[src/rtl/erp_pkg.sv]
// ----------------------------------------------------------------------------
// erp_pkg
// Shared widths, types, arctangent table and Q30 rounding for the point
// rotate-and-translate pipeline.
// ----------------------------------------------------------------------------
`default_nettype none
package erp_pkg;
  localparam int COORD_WIDTH   = 32;
  localparam int ANGLE_WIDTH   = 16;
  localparam int CORDIC_STAGES = 16;
  localparam int TURN_W        = 32;
  localparam int ZW            = TURN_W + 2;
  localparam int CS_W          = 33;
  localparam int V_W           = COORD_WIDTH + 4;
  localparam int P_W           = V_W + CS_W;
  localparam int S_W           = V_W + 1;
  localparam int NST           = CORDIC_STAGES + 8;

  typedef logic signed [COORD_WIDTH-1:0] coord_t;
  typedef logic signed [ANGLE_WIDTH-1:0] angle_t;
  typedef logic signed [ZW-1:0]          z_t;
  typedef logic signed [CS_W-1:0]        cs_t;
  typedef logic signed [V_W-1:0]         vec_t;
  typedef logic signed [P_W-1:0]         prod_t;
  typedef logic signed [S_W-1:0]         sum_t;

  localparam cs_t INV_GAIN = 33'sd652032874;
  localparam z_t  HALF_PI  = 34'sd1073741824;
  localparam z_t  FULL_PI  = 34'sd2147483648;
  localparam sum_t C_MAX   = S_W'((64'sd1 <<< (COORD_WIDTH-1)) - 64'sd1);
  localparam sum_t C_MIN   = S_W'(-(64'sd1 <<< (COORD_WIDTH-1)));

  function automatic z_t atan_turn(input int i);
    logic [31:0] t;
    case (i)
      0: t = 32'h20000000;  1: t = 32'h12E4051E;  2: t = 32'h09FB385B;
      3: t = 32'h051111D4;  4: t = 32'h028B0D43;  5: t = 32'h0145D7E1;
      6: t = 32'h00A2F61E;  7: t = 32'h00517C55;  8: t = 32'h0028BE53;
      9: t = 32'h00145F2F; 10: t = 32'h000A2F98; 11: t = 32'h000517CC;
      12: t = 32'h00028BE6; 13: t = 32'h000145F3; 14: t = 32'h0000A2FA;
      15: t = 32'h0000517D; 16: t = 32'h000028BE; 17: t = 32'h0000145F;
      18: t = 32'h00000A30; 19: t = 32'h00000518; 20: t = 32'h0000028C;
      21: t = 32'h00000146; 22: t = 32'h000000A3; 23: t = 32'h00000051;
      default: t = 32'h0;
    endcase
    return z_t'({2'b00, t});
  endfunction

  // round half away from zero, then divide by 2^30
  function automatic vec_t round_q30(input prod_t p);
    logic [P_W-1:0] mag;
    logic [P_W-1:0] rnd;
    vec_t r;
    mag = p[P_W-1] ? P_W'(-p) : P_W'(p);
    rnd = mag + (P_W'(1) << 29);
    r   = vec_t'(rnd[V_W+29:30]);
    return p[P_W-1] ? -r : r;
  endfunction
endpackage
`default_nettype wire

[src/rtl/erp_cordic.sv]
// ----------------------------------------------------------------------------
// erp_cordic
// Quadrant fold and pipelined rotation-mode CORDIC giving cos and sin in Q30.
// ----------------------------------------------------------------------------
`default_nettype none
module erp_cordic import erp_pkg::*; (
  input  wire logic                     clk,
  input  wire logic [CORDIC_STAGES:0]   en,
  input  wire angle_t                   angle,
  output cs_t                           cos_o,
  output cs_t                           sin_o
);
  cs_t  x_r [CORDIC_STAGES+1];
  cs_t  y_r [CORDIC_STAGES+1];
  z_t   z_r [CORDIC_STAGES+1];
  logic f_r [CORDIC_STAGES+1];
  z_t   z0;

  assign z0 = z_t'($signed({angle, {(TURN_W-ANGLE_WIDTH){1'b0}}}));

  always_ff @(posedge clk) begin
    if (en[0]) begin
      x_r[0] <= INV_GAIN;
      y_r[0] <= '0;
      if (z0 > HALF_PI) begin
        z_r[0] <= z0 - FULL_PI;
        f_r[0] <= 1'b1;
      end else if (z0 < -HALF_PI) begin
        z_r[0] <= z0 + FULL_PI;
        f_r[0] <= 1'b1;
      end else begin
        z_r[0] <= z0;
        f_r[0] <= 1'b0;
      end
    end
  end

  for (genvar i = 0; i < CORDIC_STAGES; i++) begin : g_stage
    always_ff @(posedge clk) begin
      if (en[i+1]) begin
        f_r[i+1] <= f_r[i];
        if (!z_r[i][ZW-1]) begin
          x_r[i+1] <= x_r[i] - (y_r[i] >>> i);
          y_r[i+1] <= y_r[i] + (x_r[i] >>> i);
          z_r[i+1] <= z_r[i] - atan_turn(i);
        end else begin
          x_r[i+1] <= x_r[i] + (y_r[i] >>> i);
          y_r[i+1] <= y_r[i] - (x_r[i] >>> i);
          z_r[i+1] <= z_r[i] + atan_turn(i);
        end
      end
    end
  end

  assign cos_o = f_r[CORDIC_STAGES] ? -x_r[CORDIC_STAGES] : x_r[CORDIC_STAGES];
  assign sin_o = f_r[CORDIC_STAGES] ? -y_r[CORDIC_STAGES] : y_r[CORDIC_STAGES];
endmodule
`default_nettype wire

[config.mk]
export PLATFORM = sky130hd
export DESIGN_NAME = erp_cordic
export DESIGN_NICKNAME = d
export VERILOG_FILES = /design/src/rtl/erp_pkg.sv /design/src/rtl/erp_cordic.sv
export SDC_FILE = /design/constraint.sdc
export NUM_CORES = 2
export LEC_CHECK = 0
export BUFFER_PORTS_ARGS = -buffer_cell sky130_fd_sc_hd__buf_2
export CORE_MARGIN = 2
export CORE_UTILIZATION = 59
export DETAILED_ROUTE_END_ITERATION = 10
export PLACE_DENSITY = 0.88
export SLEW_MARGIN = 20
export SYNTH_ARGS = -nofsm -noshare
export SYNTH_HDL_FRONTEND = slang
export SYNTH_SLANG_ARGS = --single-unit
[constraint.sdc]
create_clock -name clk -period 5.3 [get_ports clk]
set_clock_uncertainty 0.2 [all_clocks]
set_input_delay 0.53 -clock clk [delete_from_list [all_inputs] [get_ports clk]]
set_output_delay 0.53 -clock clk [all_outputs]
set_load 0.1 [all_outputs]
# == Word level (Yosys, flattened, before mapping) ==
# Memories as Yosys holds them, arrays and structs flattened.
# Cells that the tools add are included.
# totals
word_cells,352
memories,4
ram_bits,1717
inputBits,34
reg_bits,0
output_inout_bits,66
# classes
magnitude_cmp,2
add_sub_neg,99
n_bitwise,52
n_mux,195
# mem_list
memory,depth,word_bits,rd,rd_clocked_by_memory_dff,write_ports,line,rtl
z_r,17,34,16,0,17,erp_cordic.sv:15,z_t z_r [CORDIC_STAGES+1];
x_r,17,33,17,0,17,erp_cordic.sv:13,cs_t x_r [CORDIC_STAGES+1];
y_r,17,33,17,0,17,erp_cordic.sv:14,cs_t y_r [CORDIC_STAGES+1];
f_r,17,1,17,0,17,erp_cordic.sv:16,logic f_r [CORDIC_STAGES+1];
# op_table
op,count
two-way mux 33 bit,34
two-way mux 34 bit,18
two-way mux 1 bit,143
adder 33 x 18 -> 33 bit,2
adder 33 x 19 -> 33 bit,2
adder 33 x 20 -> 33 bit,2
adder 33 x 21 -> 33 bit,2
adder 33 x 22 -> 33 bit,2
adder 33 x 23 -> 33 bit,2
adder 33 x 24 -> 33 bit,2
adder 33 x 25 -> 33 bit,2
adder 33 x 26 -> 33 bit,2
adder 33 x 27 -> 33 bit,2
adder 33 x 28 -> 33 bit,2
adder 33 x 29 -> 33 bit,2
adder 33 x 30 -> 33 bit,2
adder 33 x 31 -> 33 bit,2
adder 33 x 32 -> 33 bit,2
negator 33 bit,2
subtractor 33 x 18 -> 33 bit,2
subtractor 33 x 19 -> 33 bit,2
subtractor 33 x 20 -> 33 bit,2
subtractor 33 x 21 -> 33 bit,2
subtractor 33 x 22 -> 33 bit,2
49 further kinds,111

# == Logic depth before layout (Yosys ltp) ==
# logic_depth
depth_word,7
mapped_depth,20
ltp_nobuf,19

# == Worst setup path before layout ==
# Ideal clock, no wire load.
# synth_path
path_type,input-to-reg
start,in en[5]
end,mem x_r[5][32] in the netlist's numbering (data pin)
setup_slack_ns,0.124
n_path_buf,1
required_ns,4.832
t_arrival_ns,4.708
setup_time_ns,0.268
path_stages,14
path_cell_list,nand2_1 > clkbuf_1 > o21ai_0 > fa_1 > a211o_1 > a2111oi_0 > o21ai_0 > a21oi_1 > o221ai_1 > a221o_1 > a2111oi_0 > o21ai_0 > a21oi_1 > xnor3_1
# synth_lines
item,line,rtl
from (decl),erp_cordic.sv:8,"input wire logic [CORDIC_STAGES:0] en,"
to (decl),erp_cordic.sv:13,

==> out/results.ini <==
[floorplanning]
core_um2 = 204000
io_pins = 100
dieArea_um2 = 209000
die_height_um = 457
start_util_pct = 59.3
die_w_um = 457
rows = 166

[layout]
syn_to_final_growth_pct = 8.95
final_cell_mix = 1434 x edfxtp_1, 1365 x ha_1, 1245 x xnor2_1
final_util_pct = 64.6
drive_above_1_share_pct = 5.85
n_fill_cell = 15600
nNetsFinal = 14300
finish.instance_area_um2 = 132000
diodes = 0
final_common_cell = edfxtp_1

[timing]
maxSlewHeadroom_pct = 31.7
period_needed_ns = 5.21
drv_slew = 0
finalSetupViolCount = 0
finalHoldViolations = 0
fmax_ghz = 0.192
period_share_pct = 98.4
tightest_slew_ns = 1.02
rsz0062_at_grt = yes

[global_route]
met2_usage_pct = 49.5
grt_overflow = 0
grt_pass1_vias = 94000
grt_max_degree = 83
track_usage_pct = 27.9
grt_pass1_wl_mm = 484
antenna_found_initial = 3
top_usage_layer = met2
grtUsageMet1_pct = 33.0
grt_use_met3_pct = 3.62

[worst_hold_path]
hp-class = primary input to flip-flop

[clock_network]
cts_buffers = 164
clock_sinks = 1434
htreeDepth = 4
cts_root_buffer = clkbuf_16
cts.reportedPaths.clkPinSlew_ns = 0.06
cts_tree = yes
clockBufferDepth = 3
clk_latency_ns = 0.86

[synthesis]
syn_inst = 12500
syn_nets = 13900
synth_area_um2 = 121000
ys_seq_area_share_pct = 35.6
yosys_register_bits = 1434
avgSynthCellArea_um2 = 9.69
ys.flop_type = edfxtp_1
synth_enable_flop_cells = 1434
async_flop_share_pct = 0
yosysWarnings = 0
synth_cell_types = 89

[setup_path]
critPathMaxStageDelay_ns = 0.47
slowest_stage = or4_4
crit_path_max_fanout = 3
crit_required_ns = 4.57
crit_family = simple AND/OR/NAND/NOR gates
critPathArrivalTime_ns = 4.48
path_class = flip-flop to primary output
path_cells = inv_2 > ha_4 > nand2_2 > or3_4 > or3_4 > or3_4 > or3_4 > or3_4 > or4_4 > o41ai_4 > xnor2_1 > buf_6
path_common_cell = or3_4
cp-start-kind = flip-flop
crit_path_end_kind = primary output
cp.buffers_inverters = 2

[job]
cap_viol_max_count = 0

[place]
hpwlAfterDp_mm = 232
place_area_um2 = 126000
finalWeightedCongestion = 1.01
io_buffers = 99

[drt]
vias_per_cell = 6.30
antenna_left = 0
drcViolationCount = 0
finalWirelength_mm = 302
dr.pass1.iters = 7
drt_iter0_drc = 8716
vias = 98600
drt-wirelength-per-cell_um = 19.3

[outcome]
status = finished clean

[area by class of cell]
type                            instances  area [um^2]  area share [%]
Clock inverter                        109         1270           0.962
Clock buffer                          188         4220            3.19
Sequential cell                      1434        43100            32.6
Tap cell                             2688         3360            2.55
Inverter                              436         1640            1.24
Timing Repair Buffer                  351         2580            1.96
Multi-Input combinational cell      10400        75800            57.5
[stage by stage]
stage | hold slack [ns] | instances | setup TNS (ns) | setup slack, ns
final | 0.0593 | 15600 | 0 | 0.0868
after global routing | 0.0601 | 15600 | -0.0804 | -0.0331
after CTS | 0.00886 | 15600 | -0.0181 | -0.0181
after detailed placement | 0.205 | 15300 | 0 | 0.113
after global placement | 0.203 | 15300 | 0 | 0.230
after floorplan | 0.200 | 12500 | 0 | 0.124
[kinds of logic after synthesis]
kind of cell | after synthesis | share of synthesized area [%]
multiplexers | 122 | 1.05
AO/OA/AOI/OAI | 3879 | 20.3
XOR/XNOR | 1848 | 13.4
AND/OR/NAND/NOR | 3171 | 12.8
adder cells (fa/ha/maj) | 1410 | 14.8
buffers and inverters | 634 | 1.98
flip-flops | 1434 | 35.6
[final timing paths]
kind                                            from              endpoint  slack (ns)  cells past startpoint
worst max register to register  y_r[5][13]$_DFFE_PP_  x_r[6][32]$_DFFE_PP_        0.16                     19
worst min-delay path                          en[12]  z_r[12][6]$_DFFE_PP_        0.06                      2
worst max-delay path            y_r[16][1]$_DFFE_PP_             sin_o[30]        0.09                     12
worst min register to register  z_r[0][28]$_DFFE_PP_  z_r[1][28]$_DFFE_PP_        0.22                      0
[synthesized netlist by cell type, drive strengths merged, types with 19 or more instances]
cell type  count  share of area (%)
nor4          97               0.51
nand3        224               0.93
or3           98               0.53
xnor2       1245                9.0
or4           66               0.42
nand4         99               0.51
clkbuf       170               0.53
a31o          34               0.25
a21boi        40               0.25
o31a          27               0.20
o21a         182                1.1
nand3b        27               0.17
a41oi         26               0.19
nor2b        151               0.78
nand2        693                2.1
nor3         281                1.2
nor3b         39               0.24
and2          72               0.37
a211oi       140               0.87
a311oi        19               0.14
inv          428                1.3
nand2b       207                1.1
fa            44               0.73
o21ai        746                3.1
o21bai       146               0.91
a211o         38               0.27
o211ai        66               0.41
a21o         601                3.7
xor2         601                4.3
o41ai         73               0.53
o31ai        167                1.0
mux2i         81               0.67
o2111ai       21               0.15
mux2          41               0.38
edfxtp      1434                 36
a21oi       1234                5.1
and3         123               0.64
and4          22               0.16
ha          1366                 14
or2           41               0.21
nor2         905                2.8
buf           28               0.11
a31oi        125               0.65
[worst register-to-register path, stage by stage (launching register included)]
cell and delay, ns:
edfxtp_1 0.39, or3_1 0.41, or3_1 0.33, or3_1 0.40, nor2_1 0.13, nand2_1 0.11, or4_4 0.47, nor3_1 0.22
buf_4 0.17, nor2_1 0.05, xor2_1 0.16, ha_1 0.20, nand2_1 0.08, nand2b_1 0.07, a21o_1 0.20, or4_1 0.48
a211oi_2 0.24, o31ai_1 0.12, a21oi_1 0.18, xnor3_1 0.23
[flip-flops by register name, indices dropped and copies added (netlist names)]
register  flops
f_r          17
x_r         470
y_r         496
z_r         451
[metal layers]
layer | routed length (um) | share of wire [%] | vias to the layer above
li1 | - | - | 47500
met1 | 118000 | 39 | 46200
met2 | 148000 | 49 | 3816
met3 | 18400 | 6.1 | 994
met4 | 17200 | 5.7 | 2
met5 | 13 | 0.0043 | -
[repair_timing]
item,4_1_cts,5_1_grt
hold endpoints to repair,81,0
resized for setup,8,44
hold buffers,23,0
setup buffers,2,3
setup endpoints to repair,3,30
pin swaps,2,4
Power is not shown: default switching activity piles up to over one toggle a cycle in this logic, so the estimate is an artifact.
